===== src/hdl/lfsc_pkg.sv =====
// Types, constants and the line-position decode table of the steering controller.
// No dependencies.
`timescale 1ns / 1ps

package lfsc_pkg;

  localparam int NUM_SENSORS = 8;
  localparam int SAMPLE_W    = 12;
  localparam int GAIN_W      = 11;
  localparam int PAT_W       = 8;
  localparam int ERR_W       = 4;
  localparam int INT_W       = 9;
  localparam int CTL_W       = 13;
  localparam int DUTY_W      = 12;
  localparam int PROD_P_W    = GAIN_W + 1 + ERR_W;
  localparam int PROD_I_W    = GAIN_W + 1 + INT_W;
  localparam int PROD_D_W    = GAIN_W + 1 + ERR_W + 1;
  localparam int SUM_W       = PROD_I_W + 1;

  localparam int DUTY_MAX    = 4095;
  localparam int DUTY_MID    = DUTY_MAX / 2;
  localparam int OUT_LIMIT   = 4095;
  localparam int INT_LIMIT   = 255;

  localparam logic REQ_CAL = 1'b0;
  localparam logic REQ_CTL = 1'b1;

  typedef enum logic [1:0] {
    REG_KP = 2'd0,
    REG_KI = 2'd1,
    REG_KD = 2'd2
  } cfg_reg_t;

  typedef struct packed {
    logic hit;
    logic signed [ERR_W-1:0] err;
  } dec_t;

  // Pipeline control handed from the top level to the merge stage.
  typedef struct packed {
    logic advance;
    logic valid;
  } pipe_ctl_t;

  // What the merge stage presents for the output register.
  typedef struct packed {
    logic valid;
    logic [PAT_W-1:0] pattern;
    logic signed [ERR_W-1:0] err;
    logic signed [CTL_W-1:0] ctl;
  } pid_res_t;

  function automatic dec_t lfsc_decode(input logic [PAT_W-1:0] pat);
    dec_t d;
    d.hit = 1'b1;
    case (pat)
      8'b1000_0000: d.err = 4'sd7;
      8'b1100_0000: d.err = 4'sd6;
      8'b0100_0000: d.err = 4'sd5;
      8'b0110_0000: d.err = 4'sd4;
      8'b0010_0000: d.err = 4'sd3;
      8'b0011_0000: d.err = 4'sd2;
      8'b0001_0000: d.err = 4'sd1;
      8'b0001_1000: d.err = 4'sd0;
      8'b0000_1000: d.err = -4'sd1;
      8'b0000_1100: d.err = -4'sd2;
      8'b0000_0100: d.err = -4'sd3;
      8'b0000_0110: d.err = -4'sd4;
      8'b0000_0010: d.err = -4'sd5;
      8'b0000_0011: d.err = -4'sd6;
      8'b0000_0001: d.err = -4'sd7;
      default: begin
        d.hit = 1'b0;
        d.err = 4'sd0;
      end
    endcase
    return d;
  endfunction

endpackage


===== src/hdl/lfsc_lane.sv =====
// One sensor lane: running min/max calibration, threshold, and the line compare.
// Depends on lfsc_pkg.
`timescale 1ns / 1ps

module lfsc_lane
  import lfsc_pkg::*;
(
  input  logic                clk,
  input  logic                rst,
  input  logic                cal_en,
  input  logic [SAMPLE_W-1:0] sample,
  output logic                hit
);

  logic [SAMPLE_W-1:0] sensor_min;
  logic [SAMPLE_W-1:0] sensor_max;
  logic [SAMPLE_W-1:0] sensor_threshold;
  logic [SAMPLE_W-1:0] min_next;
  logic [SAMPLE_W-1:0] max_next;
  logic [SAMPLE_W:0]   span_sum;
  logic [15:0]         sample_x10;
  logic [15:0]         thr_x11;

  assign min_next = (sample < sensor_min) ? sample : sensor_min;
  assign max_next = (sample > sensor_max) ? sample : sensor_max;
  assign span_sum = {1'b0, min_next} + {1'b0, max_next};

  // 10*s > 11*t is the 1.1 ratio without a fraction.
  assign sample_x10 = 16'(sample) * 16'd10;
  assign thr_x11    = 16'(sensor_threshold) * 16'd11;
  assign hit        = sample_x10 > thr_x11;

  always_ff @(posedge clk) begin
    if (rst) begin
      sensor_min       <= '1;
      sensor_max       <= '0;
      sensor_threshold <= '0;
    end else if (cal_en) begin
      sensor_min       <= min_next;
      sensor_max       <= max_next;
      sensor_threshold <= span_sum[SAMPLE_W:1];
    end
  end

endmodule


===== src/hdl/lfsc_pid.sv =====
// Merge stage: decodes the lane pattern, keeps error and integral state,
// forms the three gain products and the clamped controller output. Depends on lfsc_pkg.
`timescale 1ns / 1ps

module lfsc_pid
  import lfsc_pkg::*;
(
  input  logic              clk,
  input  logic              rst,
  input  pipe_ctl_t         ctl,
  input  logic [PAT_W-1:0]  pattern,
  input  logic [GAIN_W-1:0] kp,
  input  logic [GAIN_W-1:0] ki,
  input  logic [GAIN_W-1:0] kd,
  output pid_res_t          res
);

  logic signed [ERR_W-1:0]    held_error;
  logic signed [INT_W-1:0]    integral_sum;

  dec_t                       dec;
  logic signed [ERR_W-1:0]    err;
  logic signed [INT_W:0]      int_raw;
  logic signed [INT_W-1:0]    integ;
  logic signed [ERR_W:0]      deriv;
  logic signed [GAIN_W:0]     gp;
  logic signed [GAIN_W:0]     gi;
  logic signed [GAIN_W:0]     gd;
  logic signed [PROD_P_W-1:0] prod_p_next;
  logic signed [PROD_I_W-1:0] prod_i_next;
  logic signed [PROD_D_W-1:0] prod_d_next;

  logic                       v2;
  logic [PAT_W-1:0]           pattern2;
  logic signed [ERR_W-1:0]    err2;
  logic signed [PROD_P_W-1:0] prod_p;
  logic signed [PROD_I_W-1:0] prod_i;
  logic signed [PROD_D_W-1:0] prod_d;
  logic signed [SUM_W-1:0]    total;

  always_comb begin
    dec = lfsc_decode(pattern);
    err = dec.hit ? dec.err : held_error;
    int_raw = {integral_sum[INT_W-1], integral_sum} + (INT_W+1)'(err);
    if (err == '0) begin
      integ = '0;
    end else if (int_raw > (INT_W+1)'(INT_LIMIT)) begin
      integ = INT_W'(INT_LIMIT);
    end else if (int_raw < -(INT_W+1)'(INT_LIMIT)) begin
      integ = -INT_W'(INT_LIMIT);
    end else begin
      integ = int_raw[INT_W-1:0];
    end
    deriv = {err[ERR_W-1], err} - {held_error[ERR_W-1], held_error};
  end

  assign gp = {1'b0, kp};
  assign gi = {1'b0, ki};
  assign gd = {1'b0, kd};
  assign prod_p_next = gp * err;
  assign prod_i_next = gi * integ;
  assign prod_d_next = gd * deriv;

  always_ff @(posedge clk) begin
    if (rst) begin
      held_error   <= '0;
      integral_sum <= '0;
      v2           <= 1'b0;
    end else if (ctl.advance) begin
      v2 <= ctl.valid;
      if (ctl.valid) begin
        held_error   <= err;
        integral_sum <= integ;
      end
    end
  end

  always_ff @(posedge clk) begin
    if (ctl.advance && ctl.valid) begin
      pattern2 <= pattern;
      err2     <= err;
      prod_p   <= prod_p_next;
      prod_i   <= prod_i_next;
      prod_d   <= prod_d_next;
    end
  end

  assign total = SUM_W'(prod_p) + SUM_W'(prod_i) + SUM_W'(prod_d);

  always_comb begin
    res.valid   = v2;
    res.pattern = pattern2;
    res.err     = err2;
    if (total > SUM_W'(OUT_LIMIT)) begin
      res.ctl = CTL_W'(OUT_LIMIT);
    end else if (total < -SUM_W'(OUT_LIMIT)) begin
      res.ctl = -CTL_W'(OUT_LIMIT);
    end else begin
      res.ctl = total[CTL_W-1:0];
    end
  end

endmodule


===== src/hdl/line_follower_steering_controller.sv =====
// Top level of the line-follower steering controller: handshakes, gain registers,
// eight sensor lanes, the merge stage and the output register. Depends on lfsc_pkg.
`timescale 1ns / 1ps

// Usage
//   Input channel (in_valid / in_stall): one transaction carries req_type and eight
//   samples. req_type 0 calibrates the lanes and gives no result; req_type 1 is a
//   control set and gives exactly one result on the output channel.
//   Output channel (out_valid / out_stall): pattern, line error, controller output
//   and the two motor duties.
//   Configuration (cfg_valid / cfg_ready): index 0 kp, 1 ki, 2 kd; other indexes
//   are dropped. cfg_ready is always high; write gains only while the block is idle.
// Timing
//   One transaction per cycle while no result is stalled at the output. A result
//   is formed from its control set by the lane compare at the input, then decode
//   and gain products, then the sum, clamp and duty register.
//   A calibration set takes effect for a control set in the very next cycle.
// Reset and stall
//   rst (synchronous) clears gains, calibration (min 4095, max 0, threshold 0),
//   held error, integral and all valid flags. While a result on the output is
//   stalled the whole pipeline holds and in_stall is raised.

module line_follower_steering_controller
  import lfsc_pkg::*;
(
  input  logic                     clk,
  input  logic                     rst,

  input  logic                     in_valid,
  output logic                     in_stall,
  input  logic                     req_type,
  input  logic [SAMPLE_W-1:0]      sample_0,
  input  logic [SAMPLE_W-1:0]      sample_1,
  input  logic [SAMPLE_W-1:0]      sample_2,
  input  logic [SAMPLE_W-1:0]      sample_3,
  input  logic [SAMPLE_W-1:0]      sample_4,
  input  logic [SAMPLE_W-1:0]      sample_5,
  input  logic [SAMPLE_W-1:0]      sample_6,
  input  logic [SAMPLE_W-1:0]      sample_7,

  output logic                     out_valid,
  input  logic                     out_stall,
  output logic [PAT_W-1:0]         sensor_pattern,
  output logic signed [ERR_W-1:0]  line_error,
  output logic signed [CTL_W-1:0]  control_out,
  output logic [DUTY_W-1:0]        left_duty,
  output logic [DUTY_W-1:0]        right_duty,

  input  logic                     cfg_valid,
  output logic                     cfg_ready,
  input  logic [1:0]               cfg_index,
  input  logic [GAIN_W-1:0]        cfg_data
);

  localparam int DSUM_W = DUTY_W + 2;

  logic [GAIN_W-1:0]        kp;
  logic [GAIN_W-1:0]        ki;
  logic [GAIN_W-1:0]        kd;

  logic                     advance;
  logic                     in_accept;
  logic                     cal_en;
  logic [SAMPLE_W-1:0]      smp [NUM_SENSORS];
  logic [PAT_W-1:0]         lane_hit;

  logic                     v1;
  logic [PAT_W-1:0]         pattern1;
  pipe_ctl_t                pid_ctl;
  pid_res_t                 res;

  logic signed [DSUM_W-1:0] left_sum;
  logic signed [DSUM_W-1:0] right_sum;
  logic [DUTY_W-1:0]        left_next;
  logic [DUTY_W-1:0]        right_next;

  // Everything moves together unless the output holds an untaken result.
  assign advance   = !out_valid || !out_stall;
  assign in_stall  = !advance;
  assign in_accept = in_valid && advance;
  assign cal_en    = in_accept && (req_type == REQ_CAL);
  assign cfg_ready = 1'b1;

  always_ff @(posedge clk) begin
    if (rst) begin
      kp <= '0;
      ki <= '0;
      kd <= '0;
    end else if (cfg_valid && cfg_ready) begin
      case (cfg_reg_t'(cfg_index))
        REG_KP:  kp <= cfg_data;
        REG_KI:  ki <= cfg_data;
        REG_KD:  kd <= cfg_data;
        default: ;
      endcase
    end
  end

  assign smp[0] = sample_0;
  assign smp[1] = sample_1;
  assign smp[2] = sample_2;
  assign smp[3] = sample_3;
  assign smp[4] = sample_4;
  assign smp[5] = sample_5;
  assign smp[6] = sample_6;
  assign smp[7] = sample_7;

  for (genvar g = 0; g < NUM_SENSORS; g++) begin : g_lane
    lfsc_lane u_lane (
      .clk    (clk),
      .rst    (rst),
      .cal_en (cal_en),
      .sample (smp[g]),
      .hit    (lane_hit[g])
    );
  end

  always_ff @(posedge clk) begin
    if (rst) begin
      v1 <= 1'b0;
    end else if (advance) begin
      v1 <= in_accept && (req_type == REQ_CTL);
    end
  end

  always_ff @(posedge clk) begin
    if (in_accept) begin
      pattern1 <= lane_hit;
    end
  end

  assign pid_ctl.advance = advance;
  assign pid_ctl.valid   = v1;

  lfsc_pid u_pid (
    .clk     (clk),
    .rst     (rst),
    .ctl     (pid_ctl),
    .pattern (pattern1),
    .kp      (kp),
    .ki      (ki),
    .kd      (kd),
    .res     (res)
  );

  assign left_sum  = DSUM_W'(DUTY_MID) + DSUM_W'(res.ctl);
  assign right_sum = DSUM_W'(DUTY_MID) - DSUM_W'(res.ctl);

  always_comb begin
    if (left_sum < 0) begin
      left_next = '0;
    end else if (left_sum > DSUM_W'(DUTY_MAX)) begin
      left_next = DUTY_W'(DUTY_MAX);
    end else begin
      left_next = left_sum[DUTY_W-1:0];
    end
    if (right_sum < 0) begin
      right_next = '0;
    end else if (right_sum > DSUM_W'(DUTY_MAX)) begin
      right_next = DUTY_W'(DUTY_MAX);
    end else begin
      right_next = right_sum[DUTY_W-1:0];
    end
  end

  always_ff @(posedge clk) begin
    if (rst) begin
      out_valid <= 1'b0;
    end else if (advance) begin
      out_valid <= res.valid;
    end
  end

  always_ff @(posedge clk) begin
    if (advance && res.valid) begin
      sensor_pattern <= res.pattern;
      line_error     <= res.err;
      control_out    <= res.ctl;
      left_duty      <= left_next;
      right_duty     <= right_next;
    end
  end

endmodule


===== config.mk =====
export PLATFORM = sky130hd
export DESIGN_NAME = line_follower_steering_controller
export DESIGN_NICKNAME = d
export VERILOG_FILES = /design/src/hdl/lfsc_pkg.sv /design/src/hdl/lfsc_lane.sv /design/src/hdl/lfsc_pid.sv /design/src/hdl/line_follower_steering_controller.sv
export SDC_FILE = /design/constraint.sdc
export NUM_CORES = 2
export LEC_CHECK = 0
export BUFFER_PORTS_ARGS = -buffer_cell sky130_fd_sc_hd__clkbuf_2
export CELL_PAD_IN_SITES_DETAIL_PLACEMENT = 0
export CELL_PAD_IN_SITES_GLOBAL_PLACEMENT = 1
export CORE_MARGIN = 10
export CORE_UTILIZATION = 47
export DETAILED_ROUTE_END_ITERATION = 6
export GPL_ROUTABILITY_DRIVEN = 1
export MAX_ROUTING_LAYER = met4
export PLACE_DENSITY_LB_ADDON = 0.05
export SETUP_SLACK_MARGIN = 0.02
export SYNTH_ARGS = -nofsm -noshare
export SYNTH_HDL_FRONTEND = slang
export SYNTH_SLANG_ARGS = --single-unit
export TNS_END_PERCENT = 1

===== constraint.sdc =====
create_clock -name clk -period 12.2 [get_ports clk]
set_input_delay 1.83 -clock clk [delete_from_list [all_inputs] [get_ports clk]]
set_output_delay 1.83 -clock clk [all_outputs]
set_load 0.02 [all_outputs]

# ---- After elaboration in Yosys (flattened, before gate mapping)
# Index checks and enable logic that the tools add are counted.
dict set report op_classes {
  addsub 14
  reduce_logical 16
  multipliers 19
  n_mux 26
  n_eq_ne 17
  magnitude_cmp 32
  bitwise 1
}
# op count
set op_table {}
lappend op_table {{$mux 12} 18}
lappend op_table {{$gt 16x16->1} 8}
lappend op_table {{$mul 12x4->16 const B} 8}
lappend op_table {{$mul 12x3->15 const B} 8}
lappend op_table {{$add 12x12->13} 8}
lappend op_table {{$gt 12x12->1} 8}
lappend op_table {{$lt 12x12->1} 8}
lappend op_table {{$pmux 4 s14} 1}
lappend op_table {{$gt 14x13->1 const B} 2}
lappend op_table {{$lt 14x1->1 const B} 2}
lappend op_table {{$mux 9} 3}
lappend op_table {{$mux 13} 2}
lappend op_table {{$add 16x21->22} 1}
lappend op_table {{$add 22x17->22} 1}
lappend op_table {{$gt 22x13->1 const B} 1}
lappend op_table {{$lt 22x13->1 const B} 1}
lappend op_table {{$mul 12x9->21} 1}
lappend op_table {{$mul 12x5->17} 1}
lappend op_table {{$eq 8x2->1 const B} 2}
lappend op_table {{$eq 8x3->1 const B} 2}
lappend op_table {{$eq 8x4->1 const B} 2}
lappend op_table {{$eq 8x5->1 const B} 2}
lappend op_table {{$eq 8x6->1 const B} 2}
lappend op_table {{$eq 8x7->1 const B} 2}
lappend op_table {{other kinds (21)} 31}
dict set report word_totals {
  out_inout_bits 52
  word_cells 168
  inputBits 115
  regBits 460
}

# ---- Logic depth before layout (Yosys ltp)
dict set report depth {
  word_depth 10
  depth_mapped 46
  ltp_nobuf 43
}

# ---- Hierarchy
# From an unflattened synthesis, not the netlist that was laid out.
dict set report hier_totals {
  cells_unflattened 5801
  area_unflattened_um2 50534.7
}
# mod instances seq_area_each_um2 area_each_um2 cells_per_inst
set by_module_without_submodules {}
lappend by_module_without_submodules {{lfsc_lane at g_lane[0].u_lane ...} 3 720.7 4431.8 542}
lappend by_module_without_submodules {{lfsc_lane at g_lane[4].u_lane ...} 3 720.7 4416.7 546}
lappend by_module_without_submodules {lfsc_pid 1 2262.2 11745.0 1232}
lappend by_module_without_submodules {{lfsc_lane at g_lane[7].u_lane} 1 720.7 4423.0 530}
lappend by_module_without_submodules {{lfsc_lane at g_lane[3].u_lane} 1 720.7 4376.7 522}
lappend by_module_without_submodules {line_follower_steering_controller 1 2412.3 3444.6 253}

# ---- Least setup slack after synthesis
# Ideal clock, no wire load.
dict set report synth_path {
  kind {register to register}
  startpoint {register pattern1[5]}
  endpoint {register u_pid.prod_i[20], data pin}
  slack_ps 2471
  path_stages_with_launch 44
  setup_ps 260
  required_time_ps 11940
  t_arrival_ps 9469
  synth_period_minus_slack_ps 9729
  n_path_buf 3
  path_cell_list {edfxtp_1 clkbuf_1 or4_1 nand2_1 o311ai_1 a21oi_1 a21oi_1 a221oi_1 clkbuf_1 inv_1 ha_1 inv_1 fa_1 nor2b_1 o21ai_0 a21boi_0 o21ai_0 a21boi_0 (+8 left out) inv_1 fa_1 fa_1 fa_1 inv_1 fa_1 inv_1 ha_1 inv_1 o21bai_1 a21oi_1 o21bai_1 a21oi_1 o21ai_0 o41ai_1 o2111ai_1 a21oi_1 xnor2_1}
}
dict set report synth_via {
  elab_chain_cells 10
  elab_cells_between_ends 27
  cone_classes {add/sub (1); mul (1); order compare (2); eq/ne (15); mux (6); reduce/logical (2)}
}
# element line
set synth_rtl {}
lappend synth_rtl {{start, declared} line_follower_steering_controller.sv:68} ;# logic [PAT_W-1:0] pattern1;
lappend synth_rtl {{start signal, assigned} line_follower_steering_controller.sv:128} ;# pattern1 <= lane_hit;
lappend synth_rtl {{$eq 8x8->1, or another cell as far along} lfsc_pkg.sv:56} ;# case (pat)
lappend synth_rtl {{$reduce_or 15->1 (no line)} n/a}
lappend synth_rtl {{$mux 1} lfsc_pkg.sv:56}
lappend synth_rtl {{$mux 4 *} lfsc_pid.sv:43} ;# err = dec.hit ? dec.err : held_error;
lappend synth_rtl {{net u_pid.err[0]} lfsc_pid.sv:22} ;# logic signed [ERR_W-1:0] err;
lappend synth_rtl {{$add 9x4->10} lfsc_pid.sv:44} ;# int_raw = {integral_sum[INT_W-1], integral_sum} + (INT_W+1)'(err);
lappend synth_rtl {{$lt 10x9->1} lfsc_pid.sv:49} ;# end else if (int_raw < -(INT_W+1)'(INT_LIMIT)) begin
lappend synth_rtl {{$mux 9} lfsc_pid.sv:49}
lappend synth_rtl {{$mux 9} lfsc_pid.sv:47} ;# end else if (int_raw > (INT_W+1)'(INT_LIMIT)) begin
lappend synth_rtl {{$mux 9 *} lfsc_pid.sv:45} ;# if (err == '0) begin
lappend synth_rtl {{$mul 12x9->21 *} lfsc_pid.sv:61} ;# assign prod_i_next = gi * integ;
lappend synth_rtl {{net u_pid.prod_i_next[20]} lfsc_pid.sv:30} ;# logic signed [PROD_I_W-1:0] prod_i_next;
lappend synth_rtl {{end signal, assigned} lfsc_pid.sv:83} ;# prod_i <= prod_i_next;
lappend synth_rtl {{end, declared} lfsc_pid.sv:37} ;# logic signed [PROD_I_W-1:0] prod_i;
# The timed path passes the listed nets; every way through them passes the cells marked *.
# A chain may end at the register's enable or synchronous reset.

# ---- Final worst setup path
dict set report layout_path {
  startpoint {register pattern1[6]}
  endpoint {register u_pid.prod_i[20], data pin}
}
dict set report layout_via {
  elab_chain_cells 10
  elab_cells_between_ends 27
  cone_classes {add/sub (1); mul (1); order compare (2); eq/ne (15); mux (6); reduce/logical (2)}
}
# element line
set layout_rtl {}
lappend layout_rtl {{$eq 8x8->1, or another cell as far along} lfsc_pkg.sv:56}
lappend layout_rtl {{$reduce_or 15->1 (no line)} n/a}
lappend layout_rtl {{$mux 1} lfsc_pkg.sv:56}
lappend layout_rtl {{$mux 4 *} lfsc_pid.sv:43}
lappend layout_rtl {{$add 9x4->10} lfsc_pid.sv:44}
lappend layout_rtl {{$lt 10x9->1} lfsc_pid.sv:49}
lappend layout_rtl {{$mux 9} lfsc_pid.sv:49}
lappend layout_rtl {{$mux 9} lfsc_pid.sv:47}
lappend layout_rtl {{$mux 9 *} lfsc_pid.sv:45}
lappend layout_rtl {{$mul 12x9->21 *} lfsc_pid.sv:61}
lappend layout_rtl {{net u_pid.prod_i_next[20]} lfsc_pid.sv:30}
# Marks and branches as above.

==> qor.csv <==
metric,value,unit
gp_congestion,0.8382,
post-place-ws,1.283,ns
hold_viol_final,0,
slew_viol_final,0,
die_x,343.9,um
crit_buf_inv,5,
arrival,11.38,ns
endpoint_kind,register,
p_int,4063,uW
ioPinCount,167,
place_inst,7267,
slowest_delay,0.81,ns
synth.area.top_cells,"ha_1, dfxtp_1, fa_1",
clk_pin_slew,0.06,ns
fin_nets,7214,
synth_top_area_share,23.57,%
antenna_found_initial,1,
viasPerCell,5.308,
start_kind,register,
finalSetupTns,0,ns
die-area,118300,sq um
vias,39145,
synth_most_common_cell,ha_1,
p_sw,2565,uW
hold_path_class,reg2reg,
rsz0062_at_grt,false,
ant_nets,0,
wl_per_cell,16.41,um
async_flop_share,0,%
seqPwrFrac,27.7,%
numPortBuffers,165,
core_area,103800,sq um
synth_edf_count,123,
p_per_area,123.7,nW/um^2
syn_area,49310,sq um
pwr-share-comb,44.1,%
initial_core_util,47.51,%
cts.repair.resized,0,
yosys_register_bits,460,
clock_power_share,28.1,%
synth_cell_type_count,86,
drc_errors,0,
syn_nets,7133,
final_cells,7375,
p_leak,0.02671,uW
post-route-period-util,89.95,%
tightest_slew,1.115,ns
fin_area,53580,sq um
avgSynthCellArea,8.406,sq um
drt_iter0_drc,1642,
holdBufCountCts,0,
fill_cells,10031,
cts_root_buf,clkbuf_16,
swShare,38.71,%
crit_type,reg2reg,
grt-ovfl-total,0,
cts_sinks,460,
num_antenna_cells,0,
crit_slowest_cell,a21oi_1,
firstDrtPassIters,5,
holdWs,0.4479,ns
drt-total-wl,121.0,mm
fin_worst_skew,0.02273,ns
multi_input_area,34880,sq um
insertion_delay,0.66,ns
period_minus_slack,10.97,ns
setup_viol,0,
cts_made_buffers,58,
place_area,51530,sq um
path_max_fanout,16,
grtUsageTotal,21.01,%
max_freq,0.09113,GHz
grt_pass1_wl,200.4,mm
drv_cap,0,
rows,118,
slew_headroom,25.34,%
hpwlAfterDp,94.79,mm
outcome,"complete, no violations",
ys_top_cells_by_count,"ha_1, inv_1, nand2_1, a21oi_1, o21ai_0",
ys_seq_area_share,21.17,%
seqCellArea,10440,sq um
cts_setup_buffers,0,
synth_cells,5866,
grt_pass1_vias,38310,
die_h,343.9,um
critPathTopFamily,compound AO/OA/AOI/OAI gates,
cts_tree,yes,
layout_setup_ws,1.227,ns
htreeDepth,2,
drive_gt1_share,6.255,%
yosys.area.top_type,ha_1,
synth_ff_type,dfxtp_1,
cts_buffer_depth,3,
cp.required,12.61,ns
peakVddDrop,0.0001095,V
grt_max_degree,169,
ys_warn_count,0,
syn_to_final_growth,8.650,%
==> logic make-up after synthesis <==
| kind of cell | share of synthesized area (%) |
|---|---|
| compound gates | 18.78 |
| simple gates | 13.91 |
| fa+ha+maj | 32.63 |
| buf+inv | 8.196 |
| flops | 21.17 |
| xor+xnor | 4.189 |
| mux | 1.124 |
| other cells | 0.007605 |
==> flip-flops by register name (all words and copies together) (netlist names), 9 cells and up <==
signal,count
g_lane.u_lane.sensor_max,96
ki,11
kp,11
u_pid.prod_p,16
control_out,13
g_lane.u_lane.sensor_threshold,96
kd,11
u_pid.prod_d,17
u_pid.prod_i,21
g_lane.u_lane.sensor_min,96
u_pid.integral_sum,9
right_duty,12
left_duty,12
==> cells in the final DEF, fill, tap and decap left out, types with 37 or more instances in the layout <==
cell and n:
a211oi_1 124, clkbuf_2 164, inv_1 888, nand2_1 511
a21o_1 161, xnor2_1 158, and2_1 90, nor2_1 320
and3_1 37, mux2i_1 43, o21a_1 46, a21oi_1 382
nor2b_1 97, dfxtp_1 337, nand3_1 59, o21ai_0 380
clkbuf_16 61, nand4_1 48, xor2_1 76, edfxtp_1 123
nand2b_1 90, fa_1 223, ha_1 929, a21boi_0 39
nor3_1 48, o211ai_1 102
==> per-stage QoR <==
stage                     util (%)  total power (uW)
after floorplan                  -              4074
after global placement       49.64              4764
after detailed placement     49.64              4799
after CTS                    51.62              6721
after global routing         51.62              7217
final                        51.62              6628
==> path summary, 6_finish.rpt <==
path	end	cells after the start	from	slack [ns]
min	line_error[2]$_DFFE_PP_	0	u_pid.err2[2]$_DFFE_PP_	0.45
max	u_pid.prod_i[20]$_DFFE_PP_	38	pattern1[6]$_DFFE_PP_	1.23
min reg2reg	line_error[2]$_DFFE_PP_	0	u_pid.err2[2]$_DFFE_PP_	0.45
max reg2reg	u_pid.prod_i[20]$_DFFE_PP_	38	pattern1[6]$_DFFE_PP_	1.23
==> layout make-up <==
class,count,share of cell area (%)
Tap cell,1380,3.223
Clock inverter,33,0.7263
Multi-Input combinational cell,4333,65.11
Inverter,892,6.254
Sequential cell,460,19.49
Timing Repair Buffer,202,2.102
Clock buffer,75,3.097
==> per-layer routing <==
metal | routed length [um] | up-vias | share of wire, % | track usage [%]
li1 | - | 20385 | - | -
met1 | 59780 | 18291 | 49 | 28.07
met2 | 56090 | 363 | 46 | 34.70
met3 | 3407 | 106 | 2.8 | 2.305
met4 | 1765 | 0 | 1.5 | 3.355
met5 | 0 | - | 0 | -
==> power groups by stage <==
stage	registers (uW)	clock network, uW	logic [uW]
after floorplan	1830	0	2250
after global placement	1870	0	2890
after detailed placement	1870	0	2930
after CTS	1840	1920	2960
after global routing	1860	1980	3390
final	1840	1870	2920
Note: power is estimated with default switching activity, not from simulation.
